`src/rtl/sjis_ckc_pkg.sv`:
```
`default_nettype none
package sjis_ckc_pkg;

  localparam int ModeW   = 7;
  localparam int ByteW   = 8;
  localparam int FifoDepth = 8;
  localparam int FifoAw  = $clog2(FifoDepth);
  localparam int FifoCw  = FifoAw + 1;

  // mode_flags bit positions
  localparam int MB_A_UP  = 0;
  localparam int MB_A_LOW = 1;
  localparam int MB_W_UP  = 2;
  localparam int MB_W_LOW = 3;
  localparam int MB_KATA  = 4;
  localparam int MB_HIRA  = 5;
  localparam int MB_SPACE = 6;

  localparam logic [7:0] WIDE_OFS = 8'h81 - 8'h60;
  localparam logic [7:0] KANA_OFS = 8'h9f - 8'h40;
  localparam logic [7:0] SPACE_CH = 8'h20;

  typedef struct packed {
    logic [ByteW-1:0] data;
    logic             last;
  } res_t;

  function automatic logic is_lead(input logic [7:0] b);
    is_lead = (b >= 8'h81 && b <= 8'h9f) || (b >= 8'he0 && b <= 8'hfc);
  endfunction

  function automatic logic [7:0] conv_single(input logic [7:0] c,
                                             input logic [ModeW-1:0] mode);
    conv_single = c;
    if (c >= 8'h41 && c <= 8'h5a && mode[MB_A_LOW]) begin
      conv_single = c + 8'h20;
    end else if (c >= 8'h61 && c <= 8'h7a && mode[MB_A_UP]) begin
      conv_single = c - 8'h20;
    end
  endfunction

  // returns {lead, trail}
  function automatic logic [15:0] conv_pair(input logic [7:0] c, input logic [7:0] d,
                                            input logic [ModeW-1:0] mode);
    logic [7:0] oc;
    logic [7:0] od;
    logic [7:0] k;
    logic [7:0] h;
    oc = c;
    od = d;
    k  = d - KANA_OFS;
    h  = d;
    if (k > 8'h7e) k = k + 8'h01;
    if (h > 8'h7e) h = h - 8'h01;
    if (c == 8'h81) begin
      if (d == 8'h40 && mode[MB_SPACE]) begin
        oc = SPACE_CH;
        od = SPACE_CH;
      end
    end else if (c == 8'h82) begin
      if (d >= 8'h60 && d <= 8'h79) begin
        if (mode[MB_W_LOW]) od = d + WIDE_OFS;
      end else if (d >= 8'h81 && d <= 8'h9a) begin
        if (mode[MB_W_UP]) od = d - WIDE_OFS;
      end else if (d >= 8'h9f && d <= 8'hf1) begin
        if (mode[MB_KATA]) begin
          oc = 8'h83;
          od = k;
        end
      end
    end else if (c == 8'h83 && d >= 8'h40 && d <= 8'h93) begin
      if (mode[MB_HIRA]) begin
        oc = 8'h82;
        od = h + KANA_OFS;
      end
    end
    conv_pair = {oc, od};
  endfunction

endpackage
`default_nettype wire

```
`src/rtl/sjis_case_kana_converter_core.sv`:
```
// channel  | dir | handshake          | payload
// ---------+-----+--------------------+------------------------------------
// s        | in  | s_tvalid/s_tready  | s_tdata[7:0] = in_byte
// m        | out | m_tvalid/m_tready  | m_tdata[7:0] = out_byte, m_tlast = last_of_run
// cfg      | in  | cfg_wr_en          | cfg_wr_data[6:0] = mode_flags
//
// one input byte per cycle while s_tready is high; the byte is held in the input register and its
// zero, one or two results land in an 8-entry result queue in the following cycle.
// first result becomes visible once it has passed the input register and been written into the queue.
// rst (synchronous) clears mode_flags, the held lead and the queue.
// s_tready drops only when the queue could not take two more results per byte in flight;
// a stalled m side fills the queue, it never loses or repeats results.
`default_nettype none
module sjis_case_kana_converter_core
  import sjis_ckc_pkg::*;
(
  input  wire logic             clk,
  input  wire logic             rst,
  input  wire logic             s_tvalid,
  output logic                  s_tready,
  input  wire logic [7:0]       s_tdata,     // [7:0] in_byte
  output logic                  m_tvalid,
  input  wire logic             m_tready,
  output logic [7:0]            m_tdata,     // [7:0] out_byte
  output logic                  m_tlast,     // last_of_run
  input  wire logic             cfg_wr_en,
  input  wire logic [ModeW-1:0] cfg_wr_data  // [6:0] mode_flags
);

  logic [ModeW-1:0]  mode;
  logic              stg_valid;
  logic [ByteW-1:0]  stg_byte;
  logic              lead_pending;
  logic              lead_pending_next;
  logic [ByteW-1:0]  held_lead;
  logic [ByteW-1:0]  held_lead_next;

  res_t              queue [FifoDepth];
  logic [FifoAw-1:0] wp;
  logic [FifoAw-1:0] rp;
  logic [FifoCw-1:0] cnt;
  logic [1:0]        push_cnt;
  res_t              ent0;
  res_t              ent1;
  logic              pop;
  logic [15:0]       pair;
  logic [FifoCw:0]   room_need;

  // room for the staged byte and the new one, two results each
  assign room_need = {1'b0, cnt} + (stg_valid ? (FifoCw+1)'(2) : '0);
  assign s_tready  = room_need <= (FifoCw+1)'(FifoDepth - 2);
  assign m_tvalid  = cnt != '0;
  assign m_tdata   = queue[rp].data;
  assign m_tlast   = queue[rp].last;
  assign pop       = m_tvalid & m_tready;
  assign pair      = conv_pair(held_lead, stg_byte, mode);

  always_comb begin
    push_cnt          = 2'd0;
    ent0              = '{data: stg_byte, last: 1'b1};
    ent1              = '{data: pair[7:0], last: 1'b1};
    lead_pending_next = lead_pending;
    held_lead_next    = held_lead;
    if (stg_valid) begin
      if (lead_pending) begin
        lead_pending_next = 1'b0;
        held_lead_next    = '0;
        if (stg_byte == '0) begin
          // lead dropped, only the terminator goes out
          push_cnt = 2'd1;
        end else begin
          push_cnt = 2'd2;
          ent0     = '{data: pair[15:8], last: 1'b0};
        end
      end else if (stg_byte <= 8'h80) begin
        push_cnt = 2'd1;
        ent0     = '{data: conv_single(stg_byte, mode), last: 1'b1};
      end else if (is_lead(stg_byte)) begin
        lead_pending_next = 1'b1;
        held_lead_next    = stg_byte;
      end else begin
        push_cnt = 2'd1;
      end
    end
  end

  always_ff @(posedge clk) begin
    if (rst) begin
      mode         <= '0;
      stg_valid    <= 1'b0;
      lead_pending <= 1'b0;
      held_lead    <= '0;
      wp           <= '0;
      rp           <= '0;
      cnt          <= '0;
    end else begin
      if (cfg_wr_en) mode <= cfg_wr_data;
      stg_valid    <= s_tvalid & s_tready;
      lead_pending <= lead_pending_next;
      held_lead    <= held_lead_next;
      wp           <= wp + FifoAw'(push_cnt);
      if (pop) rp  <= rp + FifoAw'(1);
      cnt          <= cnt + FifoCw'(push_cnt) - FifoCw'(pop);
    end
  end

  always_ff @(posedge clk) begin
    if (s_tvalid && s_tready) stg_byte <= s_tdata;
    if (push_cnt != 2'd0) queue[wp] <= ent0;
    if (push_cnt == 2'd2) queue[wp + FifoAw'(1)] <= ent1;
  end

`ifndef SYNTH
  a_cnt_bound: assert property (@(posedge clk) disable iff (rst)
    cnt <= FifoCw'(FifoDepth))
    else $error("result queue overflow");

  a_cnt_ptr: assert property (@(posedge clk) disable iff (rst)
    cnt[FifoAw-1:0] == FifoAw'(wp - rp))
    else $error("queue count out of step with pointers");

  a_lead_held: assert property (@(posedge clk) disable iff (rst)
    lead_pending |-> held_lead != '0)
    else $error("pending lead with empty holder");

  a_pair_push: assert property (@(posedge clk) disable iff (rst)
    (stg_valid && lead_pending && stg_byte != '0) |=> !lead_pending)
    else $error("trail byte did not release the lead");
`endif

endmodule
`default_nettype wire
```
`config.mk`:
```
export PLATFORM = sky130hd
export DESIGN_NAME = sjis_case_kana_converter_core
export DESIGN_NICKNAME = d
export VERILOG_FILES = /design/src/rtl/sjis_ckc_pkg.sv /design/src/rtl/sjis_case_kana_converter_core.sv
export SDC_FILE = /design/constraint.sdc
export NUM_CORES = 1
export LEC_CHECK = 0
export BUFFER_PORTS_ARGS = -buffer_cell sky130_fd_sc_hd__buf_2
export CORE_ASPECT_RATIO = 0.9
export CORE_MARGIN = 5
export CORE_UTILIZATION = 55
export DETAILED_ROUTE_END_ITERATION = 8
export GPL_ROUTABILITY_DRIVEN = 1
export PLACE_DENSITY = 0.72
export SKIP_LAST_GASP = 1
export SYNTH_ARGS = -nofsm -noshare
export SYNTH_HDL_FRONTEND = slang
export SYNTH_SLANG_ARGS = --single-unit
```
`constraint.sdc`:
```
create_clock -name clk -period 4.4 [get_ports clk]
set_input_delay 0.88 -clock clk [delete_from_list [all_inputs] [get_ports clk]]
set_output_delay 0.88 -clock clk [all_outputs]
set_load 0.05 [all_outputs]
```
==> summary.md, run 1 <==
| Metric | Value |
|---|---|
| Outcome | finished, final reports clean |
| Largest net degree at the start of global routing | 29 |
| I/O pins | 31 |
| Nets | ~750 |
| Setup CP Type | reg2reg |
| Synthesized area per cell | roughly 10 sq um |
| Die area | 0.01518 sq mm |
| Clk_skew | around 0.012 ns |
| Share of post-route cells with drive strength above 1 | 0.1735 |
| Slowest stage cell on the critical path | edfxtp_1 |
| Pwr Density | 450.5 mW/mm^2 |
| DRC | 0 |
| Initial Util | 0.5577 |
| Crit end category | register |
| Register share of total power | 0.378 |
| Worst rel slew slack | 0.3317 |
| Initial antenna violation count | 0 |
| Setup Buffers After CTS | 0 |
| Internal power | ~2100 uW |
| CTS Hold Bufs | 0 |
| Worst skew pair latency | about 0.36 ns |
| Top post-synthesis cells by area | edfxtp_1 31%, dfxtp_1 11%, mux4_2 5.8% |
| TritonCTS Sinks | 110 |
| Yosys warnings | 0 |
| Yosys top cell area share | 0.3068 |
| Slew @ Worst Pin | 1.002 ns |
| Comb power frac | 0.370 |
| Post-synthesis sequential area ratio | 0.4147 |
| Layout Cells excl Fill | about 870 |
| Cells after DPL | roughly 860 |
| Initial detailed-routing violation count | approximately 660 |
| Sw frac | 0.3834 |
| IO buf count | 30 |
| Crit path cell chain | inv_2 > ha_1 > nand2_1 > o31a_1 > and2_1 > clkinv_1 > ha_1 > inv_1 > ha_1 > a21o_1 > a21oi_1 > xnor2_1 > nor2_1 |
| # diodes | 0 |
| MaxCap Viol Count | 0 |
| Die Span X | approximately 130 um |
| Flops & latches, synth | 110 |
| CTS clk-pin slew, worst paths | about 0.08 ns |
| Clock buffer depth | 2 |
| Per-cell routed wire length | roughly 21 um |
| Cts repair resizes | 0 |
| Global Route Usage Sum | 0.2527 |
| Unique masters post-synth | 85 |
| Root Driver | clkbuf_16 |
| Htree depth | 3 |
| Core area | around 0.013 sq mm |
| Row Count | 39 |
| First-pass GRT wire length | 30,180 um |
| Vias in the first global route | roughly 5,700 |
| Syn Inst Count | 698 |
| Sw power | roughly 1300 uW |
| Most common cell in the netlist | edfxtp_1 |
| Final WL | 18,710 um |
| Top post-synthesis cells by count | 72 x edfxtp_1, 62 x nor2_1, 56 x nand2_1 |
| Final Max Slew Viols | 0 |
| Final setup viols | 0 |
| Height of the chip | about 120 um |
| Min Tclk post-route | roughly 3.8 ns |
| Slowest stage delay, CP | approximately 0.68 ns |
| Max frequency | 262.0 MHz |
| Mapped cell area | just over 0.007 sq mm |
| Synthesized Nets | between 700 and 800 |
| P_leak | approximately 0.0027 uW |
| Total congestion overflow | 0 |
| Clock power frac | 0.252 |
| Setup TNS | 0 ns |
| RSZ-0062 raised after global routing | false |
| CTS tree | yes |
| Crit path max fanout | 14 |
| Tcrit/Tclk final | 0.8675 |
| Area leader, netlist | edfxtp_1 |
| Crit path max-delay family | adder cells |
| Top_reg_cell synth | edfxtp_1 |
| EDFF count, synth | 72 |
| Worst Hold Class | reg2reg |
| Final Hold Viols | 0 |
| Critical Path Most Common Cell | ha_1 |
| Async S/R FF share, synth | 0 |
| Total number of vias | ~5,700 |
| Remaining antenna violation count after routing | 0 |
| Total CTS buffers | 9 |
| Worst endpoint required time | 4.62 ns |
| Drt pass-1 iters | 5 |
| Worst path arrival time | between 4 and 5 ns |
| Worst IR Drop VDD | about 0.00035 V |
| Synth-to-Final Area Change | 7.651% |
| Hpwl dp | around 14,000 um |
| Vias per cell | roughly 6.6 |
| CP bufs+invs | 3 |
| Routability cong. | 0.9997 |
| CP startpoint kind | register |
-- metrics by stage --
step | area [sq um] | util | hold WS (ns) | worst slack, ns | total power [uW]
after global routing | 7587 | 0.6003 | 0.5127 | 0.2837 | 3587
after floorplan | 7048 | - | 0.4432 | 1.257 | 2277
after CTS | 7587 | 0.6003 | 0.4941 | 0.6164 | 3416
after global placement | 7273 | 0.5755 | 0.4633 | 0.7766 | 2548
final | 7587 | 0.6003 | 0.4868 | 0.5830 | 3418
after detailed placement | 7273 | 0.5755 | 0.4769 | 0.6275 | 2571
-- placed cells by master (no fill, tap or decap), types with 5 or more instances in the layout --
cell / netlist / routed
a21oi_1: 20 / 20
a22o_1: 11 / 11
a22oi_1: 10 / 10
a31oi_1: 8 / 8
and3_1: 9 / 9
buf_2: 11 / 30
buf_4: 2 / 14
clkbuf_16: 0 / 9
dfxtp_1: 38 / 38
edfxtp_1: 72 / 72
ha_1: 27 / 27
inv_1: 25 / 25
mux2_2: 11 / 11
mux2i_1: 10 / 10
mux4_2: 18 / 18
nand2_1: 56 / 56
nand2b_1: 6 / 6
nand3_1: 19 / 19
nand3b_1: 5 / 5
nand4_1: 7 / 7
nor2_1: 62 / 62
nor2b_1: 9 / 9
nor3_1: 21 / 21
o211ai_1: 6 / 6
o21ai_0: 28 / 28
o22ai_1: 50 / 50
xnor2_1: 12 / 12
xor2_1: 16 / 16
-- final cells by class --
cell class / count / area, sq um
clock inverters: 6 / 85.08
multi-input cells: 511 / 3785
clock buffers: 10 / 229.0
flip-flops and latches: 110 / 2923
repair buffers: 44 / 255.2
well taps: 164 / 205.2
inverters: 28 / 105.1
fillers: 1033 / 5051
-- worst paths after layout --
| kind | start | endpoint | slack [ns] | cells past startpoint |
|---|---|---|---|---|
| setup reg to reg | stg_byte[0] | cnt[3] | 0.58 | 13 |
| setup / recovery | stg_byte[0] | cnt[3] | 0.58 | 13 |
| hold / removal | rp[1] | register | 0.49 | 2 |
| hold reg to reg | rp[1] | register | 0.49 | 2 |
-- registers in the layout, indices dropped and copies added (netlist names), named ones only --
name / count
queue: 72
held_lead: 8
stg_byte: 8
mode: 7
cnt: 4
rp: 3
wp: 3
lead_pending: 1
stg_valid: 1
-- tightest hold or removal path, stage by stage (launching register included) --
cell     delay (ns)
dfxtp_1        0.32
nand2_1        0.05
a21oi_1        0.07
-- cells by family (layout without fill, tap and decap cells) --
| family | count (synthesis) | after routing | share of synthesized area |
|---|---|---|---|
| AND/OR/NAND/NOR | 230 | 230 | 0.1646 |
| AO/OA/AOI/OAI | 183 | 183 | 0.1885 |
| flip-flops | 110 | 110 | 0.4147 |
| buffers and inverters | 77 | 88 | 0.04829 |
| multiplexers | 39 | 39 | 0.08930 |
| XOR/XNOR | 30 | 30 | 0.04101 |
| adder cells (fa/ha/maj) | 29 | 29 | 0.05361 |
-- per-layer routing --
metal | track usage | routed length (um)
met3 | 0.05136 | 1581
met4 | 0.09186 | 483
met5 | 0 | 0
met2 | 0.3676 | 8302
met1 | 0.3726 | 8344
-- power groups by stage --
stage / Combinational (uW) / Sequential (uW) / Clock, uW
CTS: 1260 / 1290 / 862
finish: 1270 / 1290 / 860
floorplan: 1040 / 1240 / 0
detailed placement: 1260 / 1310 / 0
global placement: 1240 / 1310 / 0
global route: 1380 / 1310 / 905
No activity file was read; power rests on OpenSTA's default activity.
==> run 2: changes to the inputs <==
==> constraint.sdc (replaced) <==
create_clock -name clk -period 4.4 [get_ports clk]
set_input_delay 0.22 -clock clk [delete_from_list [all_inputs] [get_ports clk]]
set_output_delay 0.22 -clock clk [all_outputs]
set_load 0.05 [all_outputs]
==> run 2 against run 1 <==
Against the previous run: cell area grew 0.51%; wire length shrank 0.48%; critical path depth shrank 4; register-to-register slack lost 0.07 ns; maximum frequency shrank 1.7%; final cell count is the same; sequential power is essentially flat; global-route usage is essentially flat; combinational power is essentially flat; non-clock buffer count is the same; sequential share of layout area shrank 0.20 points; clock skew shrank 0.0034 ns.
==> summary.md, run 2 (synthesized netlist as in run 1, its figures left out) <==
| Metric | Value |
|---|---|
| Outcome | finished, final reports clean (unchanged) |
| Final Hold Viols | 0 (unchanged) |
| I/O pins | 31 (unchanged) |
| Design Area, Final | 0.007626 sq mm (was 0.007587 sq mm) |
| Global Route Usage Sum | 0.2527 (about the same) |
| Cts repair resizes | 0 (unchanged) |
| Total CTS buffers | 9 (unchanged) |
| Slew @ Worst Pin | 0.9734 ns (was 1.002 ns) |
| Hold_ws | 0.03356 ns (was 0.4868 ns) |
| Worst skew pair latency | 0.36 ns (about the same) |
| Setup Buffers After CTS | 0 (unchanged) |
| CP startpoint kind | register (unchanged) |
| Met3 GRT Util | 0.05364 (was 0.05136) |
| Crit end category | register (unchanged) |
| Area post-placement | 0.007273 sq mm (unchanged) |
| Final WL | 18,620 um (was 18,710 um) |
| Vias in the first global route | 5,614 (was 5,655) |
| Share of post-route cells with drive strength above 1 | 0.1749 (was 0.1735) |
| Hpwl dp | 13,700 um (was 13,910 um) |
| Clk_skew | 0.009003 ns (was 0.01245 ns) |
| Total congestion overflow | 0 (unchanged) |
| Most flop-heavy register | queue (unchanged) |
| Met1 Use GR | 0.3845 (was 0.3726) |
| CTS clk-pin slew, worst paths | 0.08 ns (about the same) |
| Root Driver | clkbuf_16 (unchanged) |
| Nets | 753 (unchanged) |
| Worst Hold Class | in2reg (was reg2reg) |
| Worst IR Drop VDD | 0.0005112 V (was 0.0003469 V) |
| Commonest non-fill, non-tap cell in the layout | edfxtp_1 (unchanged) |
| Initial detailed-routing violation count | 828 (was 658) |
| P_leak | 0.002712 uW (was 0.002690 uW) |
| Height of the chip | 117.4 um (unchanged) |
| Tcrit/Tclk final | 0.8827 (was 0.8675) |
| Per-cell routed wire length | 21.33 um (was 21.43 um) |
| Die area | 0.01518 sq mm (unchanged) |
| Core area | 0.01264 sq mm (unchanged) |
| DRC | 0 (unchanged) |
| Crit path max fanout | 13 (was 14) |
| Synth-to-Final Area Change | 8.202% (was 7.651%) |
| Initial antenna violation count | 0 (unchanged) |
| Routability cong. | 0.9847 (was 0.9997) |
| Pwr Density | 460.3 mW/mm^2 (was 450.5 mW/mm^2) |
| IO buf count | 30 (unchanged) |
| Setup CP Type | reg2reg (unchanged) |
| Setup TNS | 0 ns (unchanged) |
| Initial Util | 0.5577 (unchanged) |
| Largest net degree at the start of global routing | 29 (unchanged) |
| Top Registers | queue: 72 flops, held_lead: 8 flops, stg_byte: 8 flops (unchanged) |
| Min Tclk post-route | 3.884 ns (was 3.817 ns) |
| Max frequency | 257.5 MHz (was 262.0 MHz) |
| Worst endpoint required time | 4.41 ns (was 4.62 ns) |
| Row Count | 39 (unchanged) |
| Clock buffer depth | 2 (unchanged) |
| Final setup viols | 0 (unchanged) |
| Vias per cell | 6.541 (was 6.552) |
| Largest register FFs | 72 (unchanged) |
| CTS tree | yes (unchanged) |
| First-pass GRT wire length | 30,000 um (was 30,180 um) |
| Worst rel slew slack | 0.3502 (was 0.3317) |
| GR Util met2 | 0.3620 (was 0.3676) |
| # diodes | 0 (unchanged) |
| TritonCTS Sinks | 110 (unchanged) |
| Total number of vias | 5,710 (was 5,720) |
| Final Max Slew Viols | 0 (unchanged) |
| CTS Hold Bufs | 0 (unchanged) |
| RSZ-0062 raised after global routing | false (unchanged) |
| Htree depth | 3 (unchanged) |
| Drt pass-1 iters | 5 (unchanged) |
| Most frequent cells in the layout | 72 x edfxtp_1, 62 x nor2_1, 56 x nand2_1 (unchanged) |
| MaxCap Viol Count | 0 (unchanged) |
| Remaining antenna violation count after routing | 0 (unchanged) |
| Worst path arrival time | 3.89 ns (was 4.04 ns) |
| Layer with the highest usage | met1 (unchanged) |
| Die Span X | 129.3 um (unchanged) |
-- run 2: cell types whose count changed in the layout (fill, tap and decap cells not counted) --
cell        delta
inv_8          -1
clkinv_4       +2
bufinv_16      +2
clkinvlp_4     -1
clkinv_8       -1
clkbuf_1       -1
-- run 2: layout make-up --
type / count / area, sq um
multi-input combinational: 511 / 3785
clock inverter: 7 / 127.6
tap: 164 / 205.2
fill: 1030 / 5012
timing repair buffer: 44 / 255.2
inverter: 28 / 105.1
sequential: 110 / 2923
clock buffer: 9 / 225.2
-- run 2: stage by stage --
stage          instances  power (uW)  setup slack [ns]  utilization
2_1_floorplan        698        2277             1.332            -
3_3_place_gp         857        2548            0.6683       0.5755
3_5_place_dp         857        2573            0.5497       0.5755
4_1_cts              873        3518            0.5178       0.6034
6_report             873        3510            0.5161       0.6034
5_1_grt              873        3695            0.1615       0.6034
-- run 2: worst max-delay path, stage by stage, from the launching register on --
cell	delay, ns
edfxtp_1	0.66
inv_1	0.28
ha_1	0.29
nand2_1	0.12
o31a_1	0.20
and2_1	0.39
clkinv_1	0.43
nor2_1	0.30
nand3_1	0.37
nand2_1	0.49
-- run 2: report_power, final --
group	internal [uW]	switching, uW
combinational	470	796
clock	565	387
sequential	1180	111
-- run 2: routing by layer --
metal | wire, um | up-vias
met2 | 8219 | 311
met1 | 8359 | 2726
met3 | 1723 | 29
li1 | - | 2644
met5 | 0 | -
met4 | 321 | 0
-- run 2: worst paths after layout --
check | startpoint | end | slack [ns] | cells past startpoint
setup / recovery | stg_byte[1] | queue[3][5] | 0.52 | 9
hold / removal | s_tdata[7] | stg_byte[7] | 0.03 | 1
setup reg to reg | stg_byte[1] | queue[3][5] | 0.52 | 9
hold reg to reg | queue[1][0] | queue[1][0] | 0.49 | 2
==> run 3: changes to the inputs <==
MAX_ROUTING_LAYER = met4   (was not set)
==> run 3 against run 2 <==
Against the previous run: worst hold slack gained 0.010 ns; clock power decreased by 15%; sequential power about the same; critical path depth rose by 6; register-to-register slack better by 0.03 ns; flip-flop and latch count unchanged; critical path type unchanged; critical endpoint is now cnt[2]; largest power group is now combinational logic; highest routed layer unchanged.
==> summary.md, run 3 (synthesized netlist as in run 1, its figures left out) <==
| Metric | Value |
|---|---|
| Outcome | finished, final reports clean (unchanged) |
| Hpwl dp | 13,720 um (was 13,700 um) |
| TritonCTS Sinks | 110 (unchanged) |
| Crit end category | register (unchanged) |
| Per-cell routed wire length | 21.27 um (was 21.33 um) |
| Top Registers | queue: 72 flops, held_lead: 8 flops, stg_byte: 8 flops (unchanged) |
| Sw frac | 0.3785 (was 0.3688) |
| Final Max Slew Viols | 0 (unchanged) |
| Worst path arrival time | 4.08 ns (was 3.89 ns) |
| Worst skew pair latency | 0.35 ns (was 0.36 ns) |
| Slew @ Worst Pin | 0.9840 ns (was 0.9734 ns) |
| Commonest non-fill, non-tap cell in the layout | edfxtp_1 (unchanged) |
| Global Route Usage Sum | 0.2621 (was 0.2527) |
| Cts repair resizes | 0 (unchanged) |
| Row Count | 39 (unchanged) |
| Clk_skew | 0.009267 ns (was 0.009003 ns) |
| Nets | 755 (was 753) |
| Clock power frac | 0.239 (was 0.271) |
| Share of post-route cells with drive strength above 1 | 0.1761 (was 0.1749) |
| CP startpoint | stg_byte[1] (unchanged) |
| Initial antenna violation count | 0 (unchanged) |
| Tcrit/Tclk final | 0.8764 (was 0.8827) |
| I/O pins | 31 (unchanged) |
| Register share of total power | 0.380 (was 0.368) |
| Synth-to-Final Area Change | 7.580% (was 8.202%) |
| Slowest stage delay, CP | 0.59 ns (was 0.66 ns) |
| Max frequency | 259.3 MHz (was 257.5 MHz) |
| Cells after DPL | 859 (was 857) |
| Vias in the first global route | 5,780 (was 5,614) |
| Initial Util | 0.5577 (unchanged) |
| Hold Path Cell Cnt | 1 (unchanged) |
| Crit path max fanout | 14 (was 13) |
| Fin worst setup slack | 0.5438 ns (was 0.5161 ns) |
| DRC | 0 (unchanged) |
| Clock buffer depth | 2 (unchanged) |
| Worst IR Drop VDD | 0.0003577 V (was 0.0005112 V) |
| Pwr Density | 445.4 mW/mm^2 (was 460.3 mW/mm^2) |
| Setup Buffers After CTS | 0 (unchanged) |
| Die area | 0.01518 sq mm (unchanged) |
| Final WL | 18,590 um (was 18,620 um) |
| Vias per cell | 6.617 (was 6.541) |
| IO buf count | 30 (unchanged) |
| Total CTS buffers | 9 (unchanged) |
| Comb power frac | 0.381 (was 0.361) |
| Setup CP Type | reg2reg (unchanged) |
| Total number of vias | 5,783 (was 5,710) |
| Final Hold Viols | 0 (unchanged) |
| Worst r2r src | stg_byte[1] (unchanged) |
| Internal power | 2099 uW (was 2216 uW) |
| Die Span X | 129.3 um (unchanged) |
| Critical Path Most Common Cell | inv_1 (was nand2_1) |
| Routability cong. | 0.9563 (was 0.9847) |
| Layout Cells excl Fill | 874 (was 873) |
| Height of the chip | 117.4 um (unchanged) |
| # diodes | 0 (unchanged) |
| Most flop-heavy register | queue (unchanged) |
| Drt pass-1 iters | 6 (was 5) |
| Final setup viols | 0 (unchanged) |
| Largest net degree at the start of global routing | 29 (unchanged) |
| CTS tree | yes (unchanged) |
| Setup TNS | 0 ns (unchanged) |
| Htree depth | 3 (unchanged) |
| Remaining antenna violation count after routing | 0 (unchanged) |
| P_leak | 0.002688 uW (was 0.002712 uW) |
| Min Tclk post-route | 3.856 ns (was 3.884 ns) |
| Initial detailed-routing violation count | 779 (was 828) |
| First-pass GRT wire length | 30,620 um (was 30,000 um) |
| Final core utilization | 0.5999 (was 0.6034) |
| CP startpoint kind | register (unchanged) |
| FF-to-FF path depth | 15 (was 9) |
| Worst Hold Class | in2reg (unchanged) |
| Sw power | 1278 uW (was 1295 uW) |
| Root Driver | clkbuf_16 (unchanged) |
| Most frequent cells in the layout | 72 x edfxtp_1, 62 x nor2_1, 56 x nand2_1 (unchanged) |
| CTS Hold Bufs | 0 (unchanged) |
| Slowest stage cell on the critical path | edfxtp_1 (unchanged) |
| Core area | 0.01264 sq mm (unchanged) |
| Total congestion overflow | 0 (unchanged) |
| RSZ-0062 raised after global routing | false (unchanged) |
| CTS clk-pin slew, worst paths | 0.07 ns (was 0.08 ns) |
| Worst rel slew slack | 0.3440 (was 0.3502) |
| Crit path cell chain | inv_1 > ha_1 > nand3b_1 > nor3b_1 > o21ai_1 > o21ai_1 > nor2_1 > inv_1 > ha_1 > inv_1 > ha_1 > inv_1 > fa_1 > xor2_1 > nor2_1 (was inv_1 > ha_1 > nand2_1 > o31a_1 > and2_1 > clkinv_1 > nor2_1 > nand3_1 > nand2_1) |
| Hold Crit Start | s_tdata[1] (was s_tdata[7]) |
| Setup slack after placement | 0.5939 ns (was 0.5497 ns) |
| Largest register FFs | 72 (unchanged) |
| Worst endpoint required time | 4.63 ns (was 4.41 ns) |
| MaxCap Viol Count | 0 (unchanged) |
| Total power | 3377 uW (was 3510 uW) |
[run 3: cell types whose count changed in the layout (fill, tap and decap cells not counted)]
cell,delta
bufinv_16,-2
buf_4,+2
clkinvlp_2,+1
inv_6,+1
inv_8,-1
clkinv_4,-1
clkinvlp_4,+1
[run 3: path summary, 6_finish.rpt]
kind	endpoint	slack (ns)
worst min-delay path	stg_byte[1]	0.04
worst max register to register	cnt[2]	0.54
worst min register to register	queue[5][0]	0.49
worst max-delay path	cnt[2]	0.54
[run 3: layout make-up]
| type | count | area (sq um) |
|---|---|---|
| repair buffers | 46 | 270.3 |
| clock buffers | 9 | 225.2 |
| fillers | 1049 | 5056 |
| inverters | 28 | 105.1 |
| multi-input cells | 511 | 3785 |
| flip-flops and latches | 110 | 2923 |
| clock inverters | 6 | 68.82 |
| well taps | 164 | 205.2 |
[run 3: layer usage]
metal,share of wire,up-vias,track usage
li1,-,2645,-
met1,0.43,2793,0.3759
met2,0.46,311,0.3734
met3,0.093,34,0.05636
met4,0.016,0,0.08071
met5,0,-,-
[run 3: power by group through the flow]
stage	registers [uW]	clock network (uW)	logic, uW
detailed placement	1310	0	1280
finish	1280	808	1290
floorplan	1240	0	1040
global placement	1300	0	1250
global route	1300	868	1410
CTS	1280	820	1280
[run 3: critical path, delay by kind of cell (launching register included)]
kind            cells  cell delay, ns
fa+ha+maj           4            1.27
compound gates      2            0.54
buf+inv             4            0.47
flops               1            0.59
simple gates        4            0.67
xor+xnor            1            0.17
[run 3: through the flow]
step,hold WS [ns],instance area [sq um]
floorplan,0.3189,7048
global placement,0.3964,7288
detailed placement,0.3984,7288
CTS,0.03112,7582
global route,0.02296,7582
finish,0.04360,7582
